<file path="config.mk">
export PLATFORM = sky130hd
export DESIGN_NAME = ready_delay_thread_scheduler
export DESIGN_NICKNAME = d
export VERILOG_FILES = /design/src/rdts_pkg.sv /design/src/rdts_ram.sv /design/src/rdts_prio_enc.sv /design/src/ready_delay_thread_scheduler.sv
export VERILOG_INCLUDE_DIRS = /design/src /design/src/src
export SDC_FILE = /design/constraint.sdc
export NUM_CORES = 1
export LEC_CHECK = 0
export ABC_CLOCK_PERIOD_IN_PS = 10730
export BUFFER_PORTS_ARGS = -buffer_cell sky130_fd_sc_hd__buf_2
export CAP_MARGIN = 20
export CELL_PAD_IN_SITES_DETAIL_PLACEMENT = 0
export CELL_PAD_IN_SITES_GLOBAL_PLACEMENT = 2
export CORE_ASPECT_RATIO = 1.4
export CORE_MARGIN = 3
export CORE_UTILIZATION = 53
export DETAILED_ROUTE_END_ITERATION = 6
export PLACE_DENSITY = 0.86
export RECOVER_POWER = 50
export REMOVE_ABC_BUFFERS = 1
export SLEW_MARGIN = 20
export SYNTH_ARGS = -nofsm -noshare
export SYNTH_HDL_FRONTEND = slang
export SYNTH_SLANG_ARGS = --single-unit
export TNS_END_PERCENT = 100
</file>
<file path="constraint.sdc">
create_clock -name clk -period 10.73 [get_ports clk]
set_clock_uncertainty 0.1 [all_clocks]
set_input_delay 0 -clock clk [delete_from_list [all_inputs] [get_ports clk]]
set_output_delay 0 -clock clk [all_outputs]
set_load 0.1 [all_outputs]
</file>
<file path="src/ready_delay_thread_scheduler_macros.svh">
// ============================================================================
// Assertion macros for the ready delay thread scheduler
// Shared helpers for concurrent checks clocked on clk with synchronous rst.
// ============================================================================
`ifndef READY_DELAY_THREAD_SCHEDULER_MACROS_SVH
`define READY_DELAY_THREAD_SCHEDULER_MACROS_SVH

// Consequent must hold in the same cycle as the antecedent.
`define RDTS_ASSERT_NOW(label, ante, cons, msg) \
  label: assert property (@(posedge clk) disable iff (rst) (ante) |-> (cons)) \
    else $error(msg);

// Consequent must hold in the cycle after the antecedent.
`define RDTS_ASSERT_NEXT(label, ante, cons, msg) \
  label: assert property (@(posedge clk) disable iff (rst) (ante) |=> (cons)) \
    else $error(msg);

`endif

</file>
<file path="src/rdts_pkg.sv">
// ============================================================================
// rdts_pkg
// Types and constants shared by the ready delay thread scheduler modules.
// ============================================================================
package rdts_pkg;

  localparam int NUM_THREADS = 32;
  localparam int PRIO_W      = 6;
  localparam int TICK_W      = 32;
  localparam int IDX_W       = (NUM_THREADS > 1) ? $clog2(NUM_THREADS) : 1;
  localparam int CNT_W       = $clog2(NUM_THREADS + 1);

  localparam logic [1:0] ACT_TICK  = 2'd0;
  localparam logic [1:0] ACT_DELAY = 2'd1;
  localparam logic [1:0] ACT_START = 2'd2;

  typedef struct packed {
    logic [1:0]        action;
    logic [PRIO_W-1:0] thread_prio;
    logic [TICK_W-1:0] delay_ticks;
  } item_t;

  typedef struct packed {
    logic [PRIO_W-1:0] next_thread;
    logic              switch_needed;
    logic              delay_error;
  } result_t;

endpackage

</file>
<file path="src/rdts_ram.sv">
// ============================================================================
// rdts_ram
// Generic single-port-write, single-port-read RAM with a registered read.
// ============================================================================
module rdts_ram #(
  parameter int WIDTH = 32,
  parameter int DEPTH = 32
) (
  input  logic                               clk,
  input  logic                               we,
  input  logic [$clog2(DEPTH > 1 ? DEPTH : 2)-1:0] waddr,
  input  logic [WIDTH-1:0]                   wdata,
  input  logic                               re,
  input  logic [$clog2(DEPTH > 1 ? DEPTH : 2)-1:0] raddr,
  output logic [WIDTH-1:0]                   rdata
);

  logic [WIDTH-1:0] mem [DEPTH];

  always_ff @(posedge clk) begin
    if (we) begin
      mem[waddr] <= wdata;
    end
    if (re) begin
      rdata <= mem[raddr];
    end
  end

endmodule

</file>
<file path="src/rdts_prio_enc.sv">
// ============================================================================
// rdts_prio_enc
// Finds the highest set bit of the ready set and returns its priority.
// ============================================================================
module rdts_prio_enc import rdts_pkg::*; (
  input  logic [NUM_THREADS-1:0] mask,
  output logic [PRIO_W-1:0]      prio
);

  always_comb begin
    prio = '0;
    for (int i = 0; i < NUM_THREADS; i++) begin
      if (mask[i]) begin
        prio = PRIO_W'(i + 1);
      end
    end
  end

endmodule

</file>
<file path="src/ready_delay_thread_scheduler.sv">
// ============================================================================
// ready_delay_thread_scheduler
// Priority thread scheduler with per-thread tick delays held in a RAM.
// Start, delay and unused actions go from the idle state through the
// scheduling step to the result; a tick sweeps all timeout entries through
// one RAM port in the tick state before the scheduling step.
// One item is in flight at a time and the next is accepted the cycle after
// its result loads; the load waits while an earlier result is still untaken.
// Reset clears both thread sets and makes the idle thread current.
// ============================================================================
module ready_delay_thread_scheduler import rdts_pkg::*; (
  input  logic    clk,
  input  logic    rst,
  input  logic    item_valid,
  output logic    item_ready,
  input  item_t   item,
  output logic    result_valid,
  input  logic    result_ready,
  output result_t result
);

  `include "ready_delay_thread_scheduler_macros.svh"

  localparam logic [1:0] ST_IDLE  = 2'd0;
  localparam logic [1:0] ST_TICK  = 2'd1;
  localparam logic [1:0] ST_SCHED = 2'd2;

  logic [1:0]             state;
  logic [CNT_W-1:0]       cnt;
  logic                   rv;
  logic [IDX_W-1:0]       rv_idx;
  logic                   err;
  logic [NUM_THREADS-1:0] ready_mask;
  logic [NUM_THREADS-1:0] delayed_mask;
  logic [PRIO_W-1:0]      current;

  logic                   accept;
  logic                   cur_valid;
  logic [IDX_W-1:0]       cur_idx;
  logic                   start_valid;
  logic [IDX_W-1:0]       start_idx;
  logic                   sweep_rd;
  logic                   we;
  logic [IDX_W-1:0]       waddr;
  logic [TICK_W-1:0]      wdata;
  logic [TICK_W-1:0]      rdata;
  logic [PRIO_W-1:0]      sched_next;
  logic                   load;

  assign item_ready  = (state == ST_IDLE);
  assign accept      = item_valid && item_ready;
  assign cur_valid   = (current != '0) && (current <= PRIO_W'(NUM_THREADS));
  assign cur_idx     = IDX_W'(current - PRIO_W'(1));
  assign start_valid = (item.thread_prio != '0)
                       && (item.thread_prio <= PRIO_W'(NUM_THREADS));
  assign start_idx   = IDX_W'(item.thread_prio - PRIO_W'(1));
  assign sweep_rd    = (state == ST_TICK) && (cnt != CNT_W'(NUM_THREADS));
  assign load        = (state == ST_SCHED) && (!result_valid || result_ready);

  always_comb begin
    we    = 1'b0;
    waddr = cur_idx;
    wdata = item.delay_ticks;
    if (accept && item.action == ACT_DELAY && cur_valid) begin
      we = 1'b1;
    end else if (rv && delayed_mask[rv_idx]) begin
      we    = 1'b1;
      waddr = rv_idx;
      wdata = (rdata <= TICK_W'(1)) ? '0 : rdata - TICK_W'(1);
    end
  end

  rdts_ram #(
    .WIDTH (TICK_W),
    .DEPTH (NUM_THREADS)
  ) u_timeout_ram (
    .clk   (clk),
    .we    (we),
    .waddr (waddr),
    .wdata (wdata),
    .re    (sweep_rd),
    .raddr (cnt[IDX_W-1:0]),
    .rdata (rdata)
  );

  rdts_prio_enc u_prio_enc (
    .mask (ready_mask),
    .prio (sched_next)
  );

  always_ff @(posedge clk) begin
    if (rst) begin
      state        <= ST_IDLE;
      cnt          <= '0;
      rv           <= 1'b0;
      err          <= 1'b0;
      ready_mask   <= '0;
      delayed_mask <= '0;
      current      <= '0;
      result_valid <= 1'b0;
    end else begin
      rv     <= sweep_rd;
      rv_idx <= cnt[IDX_W-1:0];
      if (result_valid && result_ready) begin
        result_valid <= 1'b0;
      end
      unique case (state)
        ST_IDLE: begin
          if (accept) begin
            err <= 1'b0;
            cnt <= '0;
            state <= ST_SCHED;
            unique case (item.action)
              ACT_TICK: begin
                state <= ST_TICK;
              end
              ACT_DELAY: begin
                if (current == '0) begin
                  err <= 1'b1;
                end else if (cur_valid) begin
                  ready_mask[cur_idx]   <= 1'b0;
                  delayed_mask[cur_idx] <= 1'b1;
                end
              end
              ACT_START: begin
                if (start_valid) begin
                  ready_mask[start_idx] <= 1'b1;
                end
              end
              default: begin
              end
            endcase
          end
        end
        ST_TICK: begin
          if (rv && delayed_mask[rv_idx] && rdata <= TICK_W'(1)) begin
            ready_mask[rv_idx]   <= 1'b1;
            delayed_mask[rv_idx] <= 1'b0;
          end
          if (cnt == CNT_W'(NUM_THREADS)) begin
            state <= ST_SCHED;
          end else begin
            cnt <= cnt + CNT_W'(1);
          end
        end
        ST_SCHED: begin
          if (load) begin
            result.next_thread   <= sched_next;
            result.switch_needed <= (sched_next != current);
            result.delay_error   <= err;
            result_valid         <= 1'b1;
            current              <= sched_next;
            state                <= ST_IDLE;
          end
        end
        default: begin
          state <= ST_IDLE;
        end
      endcase
    end
  end

  `RDTS_ASSERT_NEXT(a_sweep_ends, (state == ST_TICK) && (cnt == CNT_W'(NUM_THREADS)), (state == ST_SCHED) && !rv, "tick sweep did not end in the scheduling step")
  `RDTS_ASSERT_NOW(a_idle_no_read, item_ready, !rv, "RAM read pending while idle")
  `RDTS_ASSERT_NOW(a_next_is_ready, load && (sched_next != '0), ready_mask[IDX_W'(sched_next - PRIO_W'(1))], "selected thread is not ready")
  `RDTS_ASSERT_NOW(a_err_from_idle, load && err, current == '0, "delay error without idle thread current")
  `RDTS_ASSERT_NEXT(a_load_shows, load, result_valid && (current == result.next_thread), "result transfer not presented after load")

endmodule

</file>
Word level (Yosys, flattened, before mapping)
Memory sizes are Yosys's and may differ from the RTL's. A register that Yosys moved wholly into a read port is not among the register bits.
Index checks and enable logic that the tools add are counted.
{ "classes": {"addsub": 4, "order_cmp": 9, "eq_ne": 19, "mux": 75, "n_bitwise": 8, "n_reduce_logical": 28} }
{ "ops": {"columns": ["op", "n"], "rows": [
  ["32-bit 2-to-1 mux", 13],
  ["32-bit one-hot mux with 2 select lines", 3],
  ["32-bit bitwise OR", 3],
  ["5-bit 2-to-1 mux", 18],
  ["32-bit AND", 2],
  ["32-bit NOT", 2],
  ["32-bit by 1-bit <= comparator with 1-bit output, second input constant", 1],
  ["4-bit 2-to-1 mux", 8],
  ["32-bit by 1-bit subtractor with 32-bit output, second input constant", 1],
  ["5-bit by 6-bit less-than comparator with 1-bit output, second input constant", 3],
  ["6-bit 2-to-1 mux", 3],
  ["1-bit demux with 5-bit select", 3],
  ["5-bit by 1-bit greater-or-equal comparator with 1-bit output, second input constant", 3],
  ["1-bit 2-to-1 mux", 14],
  ["1-bit logical AND", 13],
  ["6-bit <= comparator, second input constant", 2],
  ["2-bit 2-to-1 mux", 6],
  ["3-bit 2-to-1 mux", 4],
  ["6-bit one-hot mux with 2 select lines", 1],
  ["6-bit nonzero test", 2],
  ["2-bit by 1-bit != test with 1-bit output, second input constant", 5],
  ["5-bit by 1-bit subtractor with 5-bit output, second input constant", 2],
  ["3-bit != test, second input constant", 3],
  ["3-bit AND reduction", 3],
  ["other kinds (19)", 25]
]} }
{ "totals": {"register_bits": 94, "ramBits": 1024, "output_inout_bits": 10, "elab_cells": 156, "memories": 1} }
{ "memory_table": {"columns": ["memory", "depth", "word_bits", "read_ports", "rd_ports_with_merged_regs", "write_ports", "line", "rtl"], "rows": [
  ["u_timeout_ram.mem", 32, 32, 1, 1, 1, "rdts_ram.sv:18", "logic [WIDTH-1:0] mem [DEPTH];"]
]} }

Longest topological paths before layout
Gate-level depths: netlist of the first run.
{ "depth": {"word_depth": 33, "mapped_depth": 12, "mapped_depth_nobuf": 9} }

Hierarchy
Synthesis of the first run repeated with hierarchy kept, for this count alone.
{ "unflattened": {"cells_unflattened": 3099, "hier_area_um2": 47346.7} }
{ "by_module_without_submodules": {"columns": ["mod", "instances", "cells_per_inst", "area_each_um2", "seq_area_each_um2"], "rows": [
  ["rdts_ram", 1, 2260, 40812.9, 31710.4],
  ["ready_delay_thread_scheduler", 1, 778, 6199.7, 2011.9],
  ["rdts_prio_enc", 1, 61, 334.1, 0.0]
]} }

Least setup slack after synthesis of the first run
OpenSTA, ideal clock, no wires.
{ "synth_timing": {"path_type": "register -> register", "start": "register state[1]", "end": "memory u_timeout_ram.mem[2][0] (enable)", "arrival_ns": 4.515, "required_ns": 10.197, "setup_slack_ns": 5.682, "path_stages_with_launch": 7, "path_cell_list": "dfxtp_1 nor2_1 nand2_1 nor3_1 clkbuf_1 nand3b_1 o22ai_1"} }
{ "synth_via": {"elab_chain_cells": 7} }
{ "synth_lines": {"columns": ["item", "line", "rtl"], "rows": [
  ["from (decl)", "ready_delay_thread_scheduler.sv:28", "logic [1:0] state;"],
  ["from (signal assigned)", "ready_delay_thread_scheduler.sv:93", "state <= ST_IDLE;"],
  ["from (signal assigned)", "ready_delay_thread_scheduler.sv:112", "state <= ST_SCHED;"],
  ["from (signal assigned)", "ready_delay_thread_scheduler.sv:115", "state <= ST_TICK;"],
  ["2-bit logical NOT (*)", "ready_delay_thread_scheduler.sv:50", "assign item_ready = (state == ST_IDLE);"],
  ["net item_ready", "ready_delay_thread_scheduler.sv:15", "output logic item_ready,"],
  ["1-bit logical AND (*)", "ready_delay_thread_scheduler.sv:51", "assign accept = item_valid && item_ready;"],
  ["1-bit logical AND (*) (2 in a row)", "ready_delay_thread_scheduler.sv:64", "if (accept && item.action == ACT_DELAY && cur_valid) begin"],
  ["1-bit 2-to-1 mux", "ready_delay_thread_scheduler.sv:64", null],
  ["1-bit 2-to-1 mux", "rdts_ram.sv:21", "if (we) begin"],
  ["1-bit 2-to-1 mux (implied by the code)", "rdts_ram.sv:22", "mem[waddr] <= wdata;"],
  ["to (decl)", "rdts_ram.sv:18", null]
]} }
The timed path passes the listed nets; every way through them passes the cells marked *.

Final worst setup path of the first run
{ "layout_timing": {"start": "register rv_idx[0]", "end": "memory u_timeout_ram.mem[20][28] (data pin)"} }
{ "layout_via": {"elab_chain_cells": 5} }
{ "layout_lines": {"columns": ["item", "line", "rtl"], "rows": [
  ["from (decl)", "ready_delay_thread_scheduler.sv:31", "logic [IDX_W-1:0] rv_idx;"],
  ["from (signal assigned)", "ready_delay_thread_scheduler.sv:103", "rv_idx <= cnt[IDX_W-1:0];"],
  ["1-bit binary-select mux with 5-bit select", "ready_delay_thread_scheduler.sv:66", "end else if (rv && delayed_mask[rv_idx]) begin"],
  ["1-bit 2-to-1 mux (implied by the code)", "ready_delay_thread_scheduler.sv:66", null],
  ["1-bit logical AND", "ready_delay_thread_scheduler.sv:66", null],
  ["32-bit 2-to-1 mux", "ready_delay_thread_scheduler.sv:66", null],
  ["32-bit 2-to-1 mux", "ready_delay_thread_scheduler.sv:64", null],
  ["net u_timeout_ram.wdata[28]", "rdts_ram.sv:12", "input logic [WIDTH-1:0] wdata,"]
]} }
The timed path passes the listed nets, and every way through them passes these cells. The select of a mux whose other input is x is not followed.

==> impl_metrics.yaml, run 1 <==
run_status:
  status: "complete, but fails checks"
  violations: "max-capacitance violations, max-slew violations"
timing:
  finalSetupViolations: 0
  drv_slew: 377
  rsz0062_at_grt: "false"
  hold_slack_ns: 0.0810
  hold_viol: 0
  fmaxAchievable_mhz: 132
  post-route-period-util_pct: 70.6
  slew-limit-headroom_pct: -195
  tightest_slew_ns: 4.43
  fin_crit_ns: 7.58
die:
  die_area_um2: 91000
  core_um2: 86100
  die_w_um: 256
  pin_count: 54
  rows: 127
  die_h_um: 356
  start_util_pct: 53.8
grt:
  grt_max_degree: 147
  grt_antenna_before_repair: 0
  grt_remaining_overflow: 0
  grt_pass1_vias: 25300
  globalRouteTotalUtil_pct: 25.6
  grt_pass1_wl_um: 170000
route:
  wl_met1_um: 42300
  wl_um: 114000
  dr.pass1.iters: 5
  vias: 24500
  drc: 0
  post_drt_wl_per_cell_um: 30.3
  route.met3.wl_um: 7470
  viasPerCell: 6.48
  drt.antenna.violating_nets: 0
  met2WireLength_um: 59600
  drt_iter0_markers: 2530
  routed.top_layer: "met4"
critical_path:
  critPathLaunchType: "register"
  path_cells: "mux4_2, nor4b_1, a221oi_1, nand4_1, nand3b_1, clkbuf_1, nand2_1, o31ai_2, clkbuf_1"
  end_kind: "register"
  cp_max_fo: 67
  arrival_ns: 7.74
  critPathKind: "register to register"
  r2r_slack_ns: 3.15
  slowest_delay_ns: 2.74
  required_ns: 10.89
  r2r_cells: 9
  critical_path.slowest_cell: "clkbuf_1"
  crit_top_cell: "clkbuf_1"
  r2r-start: "rv_idx[0]"
  r2r-end: "u_timeout_ram.mem[20][28]"
yosys:
  synth_top_cell_by_area: "edfxtp_1"
  netlist_area_um2: 46300
  ys_types: 71
  synth_area_per_cell_um2: 19.5
  netlist.area_leader.share_pct: 69.3
  synth_edf_count: 1069
  yosys_register_bits: 1150
  postSynth.asyncResetShare_pct: 0
  syn_inst: 2370
  synth_area_leaders: "edfxtp_1, mux4_2, dfxtp_1"
  ys.flop_type: "edfxtp_1"
  yosys_warnings: 0
  yosysSeqAreaShare_pct: 72.8
power_and_ir_drop:
  ir_drop_uv: 151
  power.density_nw_per_um2: 171
  p_leak_nw: 15.5
cts:
  post-cts-setup-buffers: 0
  cts_buffers: 105
  cts_tree: "yes"
  path_clk_slew_ns: 0.07
  clock_sinks: 1150
  clk_path_buf_depth: 3
  htreeDepth: 3
  root_buffer: "clkbuf_16"
  clock_latency_ns: 0.68
  ctsResizeCount: 0
min_path:
  hp-start: "item[32]"
  min_to: "ready_mask[27]"
  hold_depth: 7
  min_path_type: "input port to register"
final_layout:
  drive_above_1_share_pct: 25.9
  final_core_util_pct: 61.0
  finalNonFillerCells: 3777
  area_growth_pct: 13.4
  fillers: 6111
  nets: 2579
job:
  maxCapViolCount: 9
placement:
  post-place-cells: 3529
  dpl.hpwl_um: 63800
  routabilityCongestion: 0.898
  port_buffers: 53
==> per-stage QoR <==
step                TNS [ns]  power [mW]  cell area, µm²  setup slack [ns]
floorplan            -185.06        5.23           45800             -3.75
global placement           0        5.29           48800              5.92
detailed placement         0        5.30           48800              5.72
CTS                        0        9.03           52800              5.66
global route               0        9.23           52500              2.72
finish                     0        8.96           52500              3.15
==> flip-flops by register name, summed over array words and instances (netlist names) <==
name,cells
state,2
err,1
ready_mask,32
cnt,6
delayed_mask,32
u_timeout_ram.rdata,32
result,8
result_valid,1
u_timeout_ram.mem,1024
current,6
rv,1
rv_idx,5
==> critical path: cells and delay by family (launching register included) <==
kind | cells | cell delay (ns)
DFF | 1 | 0.99
and+or+nand+nor | 4 | 1.10
buffers and inverters | 2 | 3.78
AOI/OAI and AO/OA | 2 | 0.46
muxes | 1 | 0.59
==> routing by layer <==
layer  up-vias  global-route usage (%)
met2      1114                    44.2
met4         0                    11.5
li1      10200                       -
met1     12900                    32.5
met3       251                    3.67
met5         -                       0
==> cell type report <==
cell class	instances	area [µm²]	area share, %
inverter	22	82.6	0.157
tap	1161	1450	2.77
sequential	1150	33700	64.2
antenna	1	2.50	0.00476
multi-input combinational	1057	12500	23.8
clock buffer	127	2750	5.24
timing repair buffer	191	1310	2.50
clock inverter	68	717	1.36
==> cells in the mapped netlist (all sizes together) (8+ instances only) <==
| master | instances |
|---|---|
| o21ai | 67 |
| o22ai | 34 |
| nand2b | 18 |
| clkbuf | 89 |
| mux2i | 19 |
| ha | 8 |
| dfxtp | 81 |
| xor2 | 13 |
| mux2 | 35 |
| o311ai | 23 |
| a21oi | 83 |
| and2 | 10 |
| a31oi | 8 |
| nand3 | 26 |
| nor2b | 8 |
| nor2 | 67 |
| o32ai | 12 |
| nand2 | 97 |
| or2 | 9 |
| buf | 52 |
| edfxtp | 1069 |
| xnor2 | 26 |
| o31ai | 32 |
| o22a | 28 |
| nor3 | 29 |
| inv | 21 |
| mux4 | 321 |
| nor4 | 17 |
==> what timing repair did <==
| action | CTS | global route |
|---|---|---|
| endpoints found under the hold margin | 1016 | 0 |
| hold buffers | 52 | 0 |
| endpoints found under the setup margin | 0 | 0 |
==> worst max-delay path by stage <==
| stage | startpoint | slack, ns | cells after the start | endpoint |
|---|---|---|---|---|
| after floorplan | cnt[0] | -3.75 | 9 | cnt[5] |
| after global placement | rv_idx[0] | 5.92 | 9 | u_timeout_ram.mem[12][9] |
| after detailed placement | rv_idx[0] | 5.72 | 9 | u_timeout_ram.mem[13][9] |
| after CTS | rv_idx[0] | 5.66 | 9 | u_timeout_ram.mem[13][27] |
| after global routing | rv_idx[0] | 2.72 | 9 | u_timeout_ram.mem[20][28] |
| final | rv_idx[0] | 3.15 | 9 | u_timeout_ram.mem[20][28] |
==> placed cells by master (no fill, tap or decap), types with 52 or more instances in the layout <==
master	count
a21oi_1	81
clkbuf_1	65
clkbuf_16	107
dfxtp_1	79
dlygate4sd3_1	52
edfxtp_1	1069
mux4_2	321
nand2_1	97
nor2_1	65
o21ai_0	66
==> report_power, final <==
| part | leakage [nW] | internal, mW | total [mW] | switching, mW |
|---|---|---|---|---|
| logic | 3.59 | 0.102 | 0.290 | 0.188 |
| clock network | 1.68 | 2.11 | 3.75 | 1.63 |
| registers | 10.3 | 4.91 | 4.92 | 0.0162 |
==> logic make-up (layout without fill, tap and decap cells) <==
family,Yosys count,after routing,share of synthesized area (%)
multiplexers,375,375,16.9
other,0,1,0
adder cells (fa/ha/maj),8,8,0.216
buffers and inverters,163,408,1.42
XOR/XNOR,39,39,0.737
AO/OA/AOI/OAI,313,313,4.38
flip-flops,1150,1150,72.8
AND/OR/NAND/NOR,322,322,3.59
Power figures use the tool's default switching activity.
==> run 2: changes to the inputs <==
--- a/config.mk
+++ b/config.mk
@@ -6,16 +6,16 @@
 export SDC_FILE = /design/constraint.sdc
 export NUM_CORES = 1
 export LEC_CHECK = 0
-export ABC_CLOCK_PERIOD_IN_PS = 10730
+export ABC_CLOCK_PERIOD_IN_PS = 6310
 export BUFFER_PORTS_ARGS = -buffer_cell sky130_fd_sc_hd__buf_2
 export CAP_MARGIN = 20
 export CELL_PAD_IN_SITES_DETAIL_PLACEMENT = 0
 export CELL_PAD_IN_SITES_GLOBAL_PLACEMENT = 2
 export CORE_ASPECT_RATIO = 1.4
 export CORE_MARGIN = 3
-export CORE_UTILIZATION = 53
+export CORE_UTILIZATION = 45
 export DETAILED_ROUTE_END_ITERATION = 6
-export PLACE_DENSITY = 0.86
+export PLACE_DENSITY = 0.78
 export RECOVER_POWER = 50
 export REMOVE_ABC_BUFFERS = 1
 export SLEW_MARGIN = 20
==> constraint.sdc (replaced) <==
create_clock -name clk -period 6.31 [get_ports clk]
set_clock_uncertainty 0.1 [all_clocks]
set_input_delay 0 -clock clk [delete_from_list [all_inputs] [get_ports clk]]
set_output_delay 0 -clock clk [all_outputs]
set_load 0.1 [all_outputs]
==> run 2 against run 1 <==
The flow still finishes with violations (max-capacitance violations, max-slew violations). Final area grew 0.66%. Sequential cell count is the same. Routed wire length grew 2.6%. Utilization shrank 9.0 points. Register-to-register slack lost 2.2 ns.
==> impl_metrics.yaml, run 2 (synthesis gave the netlist of run 1 again) <==
critical_path:
  r2r-start: "cnt[1]"
  cpLargestDelayFamily: "flip-flops"
  critical_path.slowest_cell: "dfxtp_1"
  required_ns: 6.65
  r2r_slack_ns: 0.91
  end_kind: "register"
  path_buf_inv: 1
  critPathKind: "register to register"
  r2r-end: "u_timeout_ram.rdata[30]"
  arrival_ns: 5.74
  slowest_delay_ns: 2.73
  critPathLaunchType: "register"
  r2r_cells: 4
  cp_max_fo: 71
  path_cells: "buf_4, mux4_2, mux4_2, mux2_2"
  crit_top_cell: "mux4_2"
die:
  core_um2: 102000
  start_util_pct: 45.6
  die_w_um: 277
  pin_count: 54
  rows: 138
  die_h_um: 386
  die_area_um2: 107000
grt:
  grt_antenna_before_repair: 0
  grt_remaining_overflow: 0
  grt_pass1_wl_um: 173000
  grt_pass1_vias: 25100
  grt_max_degree: 80
  globalRouteTotalUtil_pct: 22.1
final_layout:
  seq_area_um2: 33700
  regMostFlops: "u_timeout_ram.mem"
  fillers: 7881
  largest_reg_flops: 1024
  multi_input_area_um2: 12500
  diodes: 0
  final_common_cell: "edfxtp_1"
  final_cell_mix: "edfxtp_1, mux4_2, clkbuf_16"
  area_growth_pct: 14.1
  nets: 2588
  fin_area_um2: 52900
  drive_above_1_share_pct: 27.0
cts:
  path_clk_slew_ns: 0.07
  clock_sinks: 1150
  clk_path_buf_depth: 3
  cts_tree: "yes"
  clock_latency_ns: 0.69
  root_buffer: "clkbuf_16"
  ctsResizeCount: 0
  cts_buffers: 101
  htreeDepth: 3
  post-cts-setup-buffers: 0
route:
  dr.pass1.iters: 7
  drt_iter0_markers: 2288
  post_drt_wl_per_cell_um: 29.7
  wl_um: 117000
  drt.antenna.violating_nets: 0
  drc: 0
  vias: 24000
  viasPerCell: 6.08
timing:
  slew-limit-headroom_pct: -164
  tightest_slew_ns: 3.96
  drv_slew: 331
  fin_crit_ns: 5.40
  post-route-period-util_pct: 85.6
  hold_viol: 0
  finalSetupViolations: 0
  rsz0062_at_grt: "false"
  finalWorstSetupSlack_ns: 0.912
  fmaxAchievable_mhz: 185
placement:
  routabilityCongestion: 0.896
  port_buffers: 53
  place_area_um2: 49100
  place_ws_ns: 1.38
  dpl.hpwl_um: 73900
min_path:
  hold_depth: 4
  min_path_type: "input port to register"
  hp-start: "item[32]"
  min_to: "ready_mask[18]"
run_status:
  violations: "max-capacitance violations, max-slew violations"
  status: "complete, but fails checks"
job:
  maxCapViolCount: 9
power_and_ir_drop:
  ir_drop_uv: 224
  p_leak_nw: 15.7
  power.density_nw_per_um2: 288
## run 2: worst max path at each step
stage | from | end | slack, ns | cells past startpoint
after global placement | current[0] | u_timeout_ram.mem[11][10] | 1.52 | 10
after floorplan | cnt[0] | cnt[5] | -8.17 | 9
after detailed placement | current[0] | u_timeout_ram.mem[16][20] | 1.38 | 9
after global routing | current[0] | u_timeout_ram.mem[13][10] | 0.60 | 10
final | cnt[1] | u_timeout_ram.rdata[30] | 0.91 | 4
after CTS | current[0] | u_timeout_ram.mem[16][21] | 1.33 | 9
## run 2: timing repair
item / 4_1_cts / 5_1_grt
setup endpoints to repair: 0 / 0
hold endpoints to repair: 928 / 0
hold buffers: 54 / 0
## run 2: metrics by stage
step	hold slack (ns)	total power [mW]	setup TNS, ns	util, %	instances
after floorplan	-0.0309	8.89	-513.03	-	2229
after global placement	0.228	9.04	0	48.2	3707
after detailed placement	0.229	9.06	0	48.3	3708
after CTS	0.00919	15.3	0	52.1	3950
after global routing	0.0734	15.7	0	52.0	3951
final	0.0885	15.2	0	52.0	3951
## run 2: report_power, final
part / switching (mW) / leakage [nW] / internal [mW]
registers: 0.0285 / 10.3 / 8.34
clock network: 2.75 / 1.63 / 3.56
logic: 0.356 / 3.75 / 0.185
## run 2: final cells by class
| class | instances | share of cell area, % |
|---|---|---|
| multi-input combinational | 1057 | 23.6 |
| clock inverter | 65 | 1.28 |
| tap | 1330 | 3.15 |
| timing repair buffer | 204 | 2.87 |
| inverter | 22 | 0.156 |
| sequential | 1150 | 63.8 |
| clock buffer | 123 | 5.12 |
## run 2: tightest hold or removal path, delay by kind of cell
family	cells	cell delay [ns]
AND/OR/NAND/NOR	1	0.41
buffers and inverters	1	0.12
AO/OA/AOI/OAI	2	0.28
## run 2: metal layers
metal  up-vias  GRT usage [%]  part of all wire, %  wire length, µm
li1      10200              -                    -                -
met1     12900           27.4                   38            44900
met2       750           40.1                   54            63300
met3       185           2.63                  4.4             5150
met4         0           8.20                  3.5             4090
met5         -              0                    0                0
